--- src/chol_pkg.sv ---
package chol_pkg;

    localparam int MAX_ORDER_DEF = 16;
    localparam int IDX_W         = 6;
    localparam int SIZE_W        = 5;
    localparam logic [SIZE_W-1:0] SIZE_RESET = 5'd16;

    typedef enum logic [1:0] {
        KIND_MATRIX = 2'd0,
        KIND_VECTOR = 2'd1,
        KIND_SOLVE  = 2'd2
    } in_kind_t;

    typedef enum logic [1:0] {
        RES_OK         = 2'd0,
        RES_NPD        = 2'd1,
        RES_ZERO_PIVOT = 2'd2
    } res_status_t;

    typedef enum logic [4:0] {
        DP_NOP,
        DP_LOAD,
        DP_ACC_ZERO,
        DP_ACC_V,
        DP_ACC_Z,
        DP_MUL_M,
        DP_MUL_Z,
        DP_RND,
        DP_ADD,
        DP_SUB,
        DP_SQRT,
        DP_DIV_OFF,
        DP_DIV_SOL,
        DP_WR_ROOT,
        DP_WR_QM,
        DP_WR_QZ,
        DP_OUT_SOL,
        DP_OUT_ERR
    } dp_op_t;

    typedef enum logic [1:0] {
        PH_DIAG,
        PH_OFF,
        PH_FWD,
        PH_BACK
    } phase_t;

    typedef enum logic [3:0] {
        ST_IDLE,
        ST_INIT,
        ST_ACC,
        ST_T_RD,
        ST_T_MUL,
        ST_T_RND,
        ST_T_ACC,
        ST_P_RD,
        ST_P_USE,
        ST_WAIT,
        ST_WRITE,
        ST_E_RD,
        ST_E_OUT,
        ST_ERR
    } ctrl_state_t;

    typedef struct packed {
        dp_op_t           op;
        logic [IDX_W-1:0] a_row;
        logic [IDX_W-1:0] a_col;
        logic [IDX_W-1:0] b_row;
        logic [IDX_W-1:0] b_col;
        logic [IDX_W-1:0] vz_addr;
        logic [IDX_W-1:0] out_index;
        logic [1:0]       out_status;
        logic             out_last;
    } dp_cmd_t;

    typedef struct packed {
        logic npd;
        logic root_zero;
        logic sqrt_done;
        logic div_done;
        logic out_free;
    } dp_stat_t;

    function automatic logic signed [31:0] sat32(input logic signed [63:0] v);
        if (v > 64'sd2147483647) begin
            return 32'sh7FFFFFFF;
        end else if (v < -64'sd2147483648) begin
            return 32'sh80000000;
        end else begin
            return v[31:0];
        end
    endfunction

endpackage

--- src/chol_ctrl.sv ---
module chol_ctrl #(
    parameter int MAX_ORDER = chol_pkg::MAX_ORDER_DEF
) (
    input  logic               aclk,
    input  logic               aresetn,
    input  logic               cfg_wr_en,
    input  logic [4:0]         cfg_wr_data,
    input  logic               s_tvalid,
    output logic               s_tready,
    input  logic [1:0]         s_tuser,
    input  chol_pkg::dp_stat_t stat,
    output chol_pkg::dp_cmd_t  cmd
);
    import chol_pkg::*;

    localparam int IW = (MAX_ORDER > 1) ? $clog2(MAX_ORDER) : 1;
    localparam int CW = $clog2(MAX_ORDER + 1);

    ctrl_state_t state_reg, state_next;
    phase_t      phase_reg, phase_next;
    logic [CW-1:0] i_reg, i_next, j_reg, j_next, k_reg, k_next;
    logic [1:0]    err_reg, err_next;
    logic [SIZE_W-1:0] size_reg;
    logic [CW-1:0] n_eff, k_start, k_end, i_inc, j_inc, k_inc;

    function automatic logic [IDX_W-1:0] to_idx(input logic [CW-1:0] v);
        return IDX_W'(v[IW-1:0]);
    endfunction

    always_comb begin
        if (size_reg == '0) begin
            n_eff = CW'(1);
        end else if (32'(size_reg) > MAX_ORDER) begin
            n_eff = CW'(MAX_ORDER);
        end else begin
            n_eff = CW'(size_reg);
        end
    end

    assign i_inc   = i_reg + CW'(1);
    assign j_inc   = j_reg + CW'(1);
    assign k_inc   = k_reg + CW'(1);
    assign k_start = (phase_reg == PH_BACK) ? i_inc : '0;
    assign k_end   = (phase_reg == PH_BACK) ? n_eff : i_reg;

    always_ff @(posedge aclk) begin
        if (!aresetn) begin
            state_reg <= ST_IDLE;
            phase_reg <= PH_DIAG;
            i_reg     <= '0;
            j_reg     <= '0;
            k_reg     <= '0;
            err_reg   <= RES_OK;
            size_reg  <= SIZE_RESET;
        end else begin
            state_reg <= state_next;
            phase_reg <= phase_next;
            i_reg     <= i_next;
            j_reg     <= j_next;
            k_reg     <= k_next;
            err_reg   <= err_next;
            if (cfg_wr_en) begin
                size_reg <= cfg_wr_data;
            end
        end
    end

    always_comb begin
        state_next = state_reg;
        phase_next = phase_reg;
        i_next     = i_reg;
        j_next     = j_reg;
        k_next     = k_reg;
        err_next   = err_reg;
        case (state_reg)
            ST_IDLE: begin
                if (s_tvalid && s_tuser == KIND_SOLVE) begin
                    phase_next = PH_DIAG;
                    i_next     = '0;
                    state_next = ST_INIT;
                end
            end
            ST_INIT: state_next = ST_ACC;
            ST_ACC: begin
                k_next     = k_start;
                state_next = (k_start < k_end) ? ST_T_RD : ST_P_RD;
            end
            ST_T_RD:  state_next = ST_T_MUL;
            ST_T_MUL: state_next = ST_T_RND;
            ST_T_RND: state_next = ST_T_ACC;
            ST_T_ACC: begin
                k_next     = k_inc;
                state_next = (k_inc < k_end) ? ST_T_RD : ST_P_RD;
            end
            ST_P_RD: state_next = ST_P_USE;
            ST_P_USE: begin
                if (phase_reg == PH_DIAG && stat.npd) begin
                    err_next   = RES_NPD;
                    state_next = ST_ERR;
                end else begin
                    state_next = ST_WAIT;
                end
            end
            ST_WAIT: begin
                if ((phase_reg == PH_DIAG) ? stat.sqrt_done : stat.div_done) begin
                    state_next = ST_WRITE;
                end
            end
            ST_WRITE: begin
                state_next = ST_INIT;
                case (phase_reg)
                    PH_DIAG: begin
                        if (stat.root_zero) begin
                            err_next   = RES_ZERO_PIVOT;
                            state_next = ST_ERR;
                        end else if (i_inc < n_eff) begin
                            phase_next = PH_OFF;
                            j_next     = i_inc;
                        end else begin
                            phase_next = PH_FWD;
                            i_next     = '0;
                        end
                    end
                    PH_OFF: begin
                        if (j_inc < n_eff) begin
                            j_next = j_inc;
                        end else begin
                            phase_next = PH_DIAG;
                            i_next     = i_inc;
                        end
                    end
                    PH_FWD: begin
                        if (i_inc < n_eff) begin
                            i_next = i_inc;
                        end else begin
                            phase_next = PH_BACK;
                            i_next     = n_eff - CW'(1);
                        end
                    end
                    default: begin
                        if (i_reg == '0) begin
                            state_next = ST_E_RD;
                        end else begin
                            i_next = i_reg - CW'(1);
                        end
                    end
                endcase
            end
            ST_E_RD: state_next = ST_E_OUT;
            ST_E_OUT: begin
                if (stat.out_free) begin
                    if (i_inc == n_eff) begin
                        state_next = ST_IDLE;
                    end else begin
                        i_next     = i_inc;
                        state_next = ST_E_RD;
                    end
                end
            end
            ST_ERR: begin
                if (stat.out_free) begin
                    state_next = ST_IDLE;
                end
            end
            default: state_next = ST_IDLE;
        endcase
    end

    always_comb begin
        s_tready       = (state_reg == ST_IDLE);
        cmd.op         = DP_NOP;
        cmd.a_row      = to_idx((phase_reg == PH_OFF) ? j_reg : i_reg);
        cmd.a_col      = to_idx(i_reg);
        cmd.b_row      = to_idx(i_reg);
        cmd.b_col      = to_idx(k_reg);
        cmd.vz_addr    = to_idx(i_reg);
        cmd.out_index  = to_idx(i_reg);
        cmd.out_status = RES_OK;
        cmd.out_last   = 1'b0;
        case (state_reg)
            ST_IDLE: begin
                if (s_tvalid && (s_tuser == KIND_MATRIX || s_tuser == KIND_VECTOR)) begin
                    cmd.op = DP_LOAD;
                end
            end
            ST_ACC: begin
                case (phase_reg)
                    PH_FWD:  cmd.op = DP_ACC_V;
                    PH_BACK: cmd.op = DP_ACC_Z;
                    default: cmd.op = DP_ACC_ZERO;
                endcase
            end
            ST_T_RD: begin
                cmd.vz_addr = to_idx(k_reg);
                case (phase_reg)
                    PH_OFF: begin
                        cmd.a_row = to_idx(j_reg);
                        cmd.a_col = to_idx(k_reg);
                    end
                    PH_BACK: begin
                        cmd.a_row = to_idx(k_reg);
                        cmd.a_col = to_idx(i_reg);
                    end
                    default: begin
                        cmd.a_row = to_idx(i_reg);
                        cmd.a_col = to_idx(k_reg);
                    end
                endcase
            end
            ST_T_MUL: begin
                cmd.op = (phase_reg == PH_DIAG || phase_reg == PH_OFF) ? DP_MUL_M : DP_MUL_Z;
            end
            ST_T_RND: cmd.op = DP_RND;
            ST_T_ACC: begin
                cmd.op = (phase_reg == PH_DIAG || phase_reg == PH_OFF) ? DP_ADD : DP_SUB;
            end
            ST_P_USE: begin
                case (phase_reg)
                    PH_DIAG: cmd.op = stat.npd ? DP_NOP : DP_SQRT;
                    PH_OFF:  cmd.op = DP_DIV_OFF;
                    default: cmd.op = DP_DIV_SOL;
                endcase
            end
            ST_WRITE: begin
                case (phase_reg)
                    PH_DIAG: cmd.op = stat.root_zero ? DP_NOP : DP_WR_ROOT;
                    PH_OFF:  cmd.op = DP_WR_QM;
                    default: cmd.op = DP_WR_QZ;
                endcase
            end
            ST_E_OUT: begin
                if (stat.out_free) begin
                    cmd.op       = DP_OUT_SOL;
                    cmd.out_last = (i_inc == n_eff);
                end
            end
            ST_ERR: begin
                if (stat.out_free) begin
                    cmd.op         = DP_OUT_ERR;
                    cmd.out_status = err_reg;
                    cmd.out_last   = 1'b1;
                end
            end
            default: cmd.op = DP_NOP;
        endcase
    end

endmodule

--- config.mk ---
export PLATFORM = sky130hd
export DESIGN_NAME = chol_ctrl
export DESIGN_NICKNAME = d
export VERILOG_FILES = /design/src/chol_pkg.sv /design/src/chol_ctrl.sv
export SDC_FILE = /design/constraint.sdc
export NUM_CORES = 1
export LEC_CHECK = 0
export CAP_MARGIN = 30
export CORE_MARGIN = 2
export CORE_UTILIZATION = 45
export CTS_CLUSTER_DIAMETER = 120
export CTS_CLUSTER_SIZE = 8
export DETAILED_ROUTE_END_ITERATION = 6
export DONT_BUFFER_PORTS = 1
export MAX_ROUTING_LAYER = met4
export PLACE_DENSITY = 0.58
export SETUP_SLACK_MARGIN = 0.3
export SLEW_MARGIN = 25
export SYNTH_ARGS = -nofsm -noshare
export SYNTH_HDL_FRONTEND = slang
export SYNTH_SLANG_ARGS = --single-unit
--- constraint.sdc ---
create_clock -name aclk -period 6.3 [get_ports aclk]
set_clock_uncertainty 0.15 [all_clocks]
set_input_delay 0.315 -clock aclk [delete_from_list [all_inputs] [get_ports aclk]]
set_output_delay 0.315 -clock aclk [all_outputs]
set_load 0.02 [all_outputs]
# ---- After elaboration in Yosys (flattened, before gate mapping)
# Cells that the tools add are included.
dict set report op_classes {
  add_sub_neg 5
  n_lt_le_gt_ge 5
  eq_ne 36
  n_mux 62
  reduce_logical 21
}
# op count
set op_table {}
lappend op_table {{$mux W5} 17}
lappend op_table {{$pmux W4 S14} 1}
lappend op_table {{$pmux W5 S9} 1}
lappend op_table {{$mux W4} 11}
lappend op_table {{$pmux W5 S3} 2}
lappend op_table {{$eq A4 B4 Y1 const B} 6}
lappend op_table {{$pmux W4 S2} 3}
lappend op_table {{$lt A5 B5 Y1} 4}
lappend op_table {{$mux W2} 10}
lappend op_table {{$pmux W10 S2} 1}
lappend op_table {{$pmux W5 S2} 2}
lappend op_table {{$ne A2 B2 Y1 const B} 9}
lappend op_table {{$eq A4 B3 Y1 const B} 4}
lappend op_table {{$add A5 B1 Y5 const B} 3}
lappend op_table {{$mux W3} 4}
lappend op_table {{$ne A3 B3 Y1 const B} 4}
lappend op_table {{$logic_not A5 Y1} 2}
lappend op_table {{$mux W10} 1}
lappend op_table {{$sub A5 B1 Y5 const B} 2}
lappend op_table {{$eq A4 B2 Y1 const B} 2}
lappend op_table {{$pmux W2 S2} 2}
lappend op_table {{$reduce_and A4 Y1} 2}
lappend op_table {{$reduce_and A8 Y1} 1}
lappend op_table {{$reduce_bool A2 Y1} 4}
lappend op_table {{20 further kinds} 31}
dict set report word_totals {
  regBits 28
  input_bits 16
  output_inout_bits 45
}

# ---- Logic depth before layout (Yosys ltp)
dict set report logic_depth {
  ltp_word 8
  depth_mapped 11
  depth_no_buf 11
}

# ---- Least setup slack after synthesis
# No wires, ideal clock.
dict set report synth_timing {
  path_type {register -> register}
  from {reg i_reg[0]}
  to {reg i_reg[0]}
  setup_time_ns 0.116
  t_arrival_ns 2.715
  t_required_ns 6.034
  setup_slack_ns 3.319
  stages_incl_launch_ff 11
  path_buffers 1
  cell_sequence {dfxtp_1 > clkbuf_1 > inv_1 > ha_1 > ha_1 > nor2b_1 > o21ai_0 > a311oi_1 > o22ai_2 > or3_1 > o211a_1}
}
dict set report synth_between {
  elab_chain_cells 5
  word_cells_on_any_way 16
  cone_classes {2 x add/sub; 1 x order compare; 4 x eq/ne; 7 x mux; 2 x reduce/logical}
}
# element line_no
set synth_lines {}
lappend synth_lines {{from (decl)} chol_ctrl.sv:21} ;# logic [CW-1:0] i_reg, i_next, j_reg, j_next, k_reg, k_next;
lappend synth_lines {{from (signal assigned)} chol_ctrl.sv:58} ;# i_reg <= i_next;
lappend synth_lines {{$add A5 B1 Y5} chol_ctrl.sv:40} ;# assign i_inc = i_reg + CW'(1);
lappend synth_lines {{$lt A5 B5 Y1} {chol_ctrl.sv:116, chol_ctrl.sv:133}}
lappend synth_lines {{$mux W5} chol_ctrl.sv:133} ;# if (i_inc < n_eff) begin
lappend synth_lines {{$pmux W5 S3} chol_ctrl.sv:111} ;# case (phase_reg)
lappend synth_lines {{$pmux W5 S3} chol_ctrl.sv:75} ;# case (state_reg)
# Parallel ways exist; a longest one is shown, timed or not. The select of a mux whose other input is x is not followed.
# A chain may end at the register's enable or synchronous reset.

# ---- Worst setup path in the final report
# Same ends and word-level chain as after synthesis.

==> results.cfg <==
[run_status]
status = completed

[power]
pwr_density_cell_nw_per_um2 = 289
p_leak_nw = 1.36
power.total_uw = 976
vdd_drop_max_mv = 0.102

[routing]
routed_via_density = 6.22
first_pass_iters = 5
post_drt_wl_per_cell_um = 19.4
drt_iter0_markers = 237
drt_wl_total_um = 10100
drcViolationCount = 0
vias = 3239
ant_nets = 0

[floorplan]
boundaryPins = 61
fp.coreArea_um2 = 7290
die_h_um = 91.1
rows = 31
start_util_pct = 46.9
dieArea_um2 = 8310
dieWidth_um = 91.1

[worst_setup_path]
required_ns = 6.35
crit_type = flip-flop to flip-flop
r2r_cells = 10
arrival_ns = 3.84
critPathMaxStageDelay_ns = 0.88
crit_slowest_cell = dfxtp_1
cpMostUsedCell = ha_1
cp_cell_sequence = ha_1 -> nand3_1 -> xnor2_1 -> ha_1 -> and3_1 -> o21ai_0 -> a311oi_1 -> o22ai_2 -> or3_1 -> o211a_1
r2r-end = i_reg[0]$_SDFFE_PN0P_
reg2reg_from = i_reg[0]$_SDFFE_PN0P_
crit_path_start_kind = flip-flop
worstPathMaxFanout = 15
crit_path_end_kind = flip-flop
reg2reg_slack_ns = 2.52

[synthesis]
synth.distinct_cells = 72
synth_warnings = 0
synth.area.mux_share_pct = 5.93
synth_edf_count = 0
async_flop_share_pct = 0
yosysSeqAreaShare_pct = 16.4
syn_area_per_cell_um2 = 7.48
syn_inst = 457
synthAdderAreaFrac_pct = 10.3
synth_flop_cell = dfxtp_1
synth_top_family_by_area = compound AO/OA/AOI/OAI gates
synth_seq_cells = 28
synth-xor-area-share_pct = 3.08
synth-simple-area-share_pct = 23.4
synth_compound_area_share_pct = 28.3
syn_area_um2 = 3420

[clock_tree]
cts_tree = done
cts_sinks = 28
clk_transition_reported_paths_ns = 0.11
post_cts_buffers = 0
htree_levels = 1
clockBufferDepth = 2
clk_latency_ns = 0.30
cts-root-buf = clkbuf_8
cts_buffers = 3
cts_resized = 0
hold_buffers = 3

[final_layout]
fin_cells = 521
layout_common_cells = nand2_1 (46), o21ai_0 (30), nor2_1 (28), ha_1 (28), dfxtp_1 (28)
fin_nets = 467
area_growth_pct = -1.32
n_fill_cell = 761
fin_area_um2 = 3370
drive_gt1_share_pct = 6.16
final_core_util_pct = 46.2
final_common_cell = nand2_1
antenna_cells = 0

[min_path]
hp-start = aresetn
hold_path_end = size_reg[3]$_SDFFE_PN0P_
min_path_type = input pin to flip-flop
hold_depth = 1

[grt]
grt_pass1_wl_um = 16400
globalRouteTotalUtil_pct = 25.2
grt_max_degree = 31
grt_pass1_vias = 3021
antenna_found_initial = 0
gr-total-overflow = 0

[flow_run]
cap_violations = 0

[sta]
postLayoutSetupSlackWorst_ns = 2.52
min_period_over_period_pct = 60.1
max_clock_freq_mhz = 264
finalCriticalPeriod_ns = 3.78
fin_hold_ws_ns = 0.00416
finalHoldViolCount = 0
setup_violations = 0
worst_slew_pin_slew_ns = 0.918
rsz0062_at_grt = no
report.final.slew_viol_count = 0
finalSetupTns_ns = 0
slew_headroom_pct = 38.7

[placed_design]
dp_cells = 512
gp_congestion = 0.934
placed_area_um2 = 3260
hpwlAfterDp_um = 7340
pre_cts_ws_ns = 2.59
io_buffers = 0
==> kinds of logic after synthesis <==
group,after synthesis
and+or+nand+nor,154
AOI/OAI and AO/OA,133
buffers and inverters,81
adders and majority gates,28
DFF,28
muxes,20
xor gates and xnor gates,12
other,1
==> layer usage <==
metal  share of wire [%]  global-route usage (%)  vias to the layer above
li1                    -                       -                     1562
met1                  45                    33.7                     1545
met2                  48                    41.4                      119
met3                 6.2                    3.24                       13
met4                0.97                    4.42                        0
met5                   0                       -                        -
==> cell type report <==
cell class              instances  area [um^2]  area share, %
multi-input cells             359         2470           73.3
flip-flops and latches         28          561           16.6
well taps                      99          124           3.67
inverters                      24         90.1           2.67
repair buffers                  7         70.1           2.08
clock buffers                   4         55.1           1.63
==> worst max-delay path, delay by kind of cell, from the launching register on <==
family / cells / cell delay (ns)
adders and majority gates: 2 / 0.62
and+or+nand+nor: 3 / 0.67
DFF: 1 / 0.88
xor gates and xnor gates: 1 / 0.45
AOI/OAI and AO/OA: 4 / 0.91
==> how the worst max path moves through the flow <==
stage                               start               endpoint  slack, ns
finish              i_reg[0]$_SDFFE_PN0P_  i_reg[0]$_SDFFE_PN0P_       2.52
global route        i_reg[0]$_SDFFE_PN0P_  i_reg[3]$_SDFFE_PN0P_       2.27
CTS                 i_reg[0]$_SDFFE_PN0P_  i_reg[0]$_SDFFE_PN0P_       2.57
detailed placement  i_reg[0]$_SDFFE_PN0P_  i_reg[0]$_SDFFE_PN0P_       2.59
global placement    i_reg[0]$_SDFFE_PN0P_  i_reg[0]$_SDFFE_PN0P_       2.75
floorplan           i_reg[0]$_SDFFE_PN0P_  i_reg[0]$_SDFFE_PN0P_       3.32
==> Yosys cell counts, types with 7 or more instances <==
| cell type | count | share of area [%] |
|---|---|---|
| nor2_1 | 28 | 3.1 |
| dfxtp_1 | 28 | 16 |
| a21oi_1 | 19 | 2.8 |
| o211ai_1 | 7 | 1.5 |
| nand3_1 | 17 | 2.5 |
| nor3_1 | 10 | 1.5 |
| and2_1 | 7 | 1.3 |
| xnor2_1 | 10 | 2.6 |
| mux2i_1 | 18 | 5.3 |
| a31oi_1 | 7 | 1.3 |
| nand2_1 | 46 | 5.1 |
| nor2b_1 | 9 | 1.6 |
| buf_4 | 24 | 5.3 |
| clkbuf_1 | 21 | 2.3 |
| inv_1 | 24 | 2.6 |
| o21ai_0 | 30 | 4.4 |
| ha_1 | 28 | 10 |
==> power breakdown <==
part           switching (mW)  total [mW]  leakage, nW  internal, mW
clock                  0.0693       0.126       0.0288        0.0564
sequential              0.116       0.321        0.228         0.205
combinational           0.319       0.529         1.10         0.210
(Power assumes the default switching activity.)
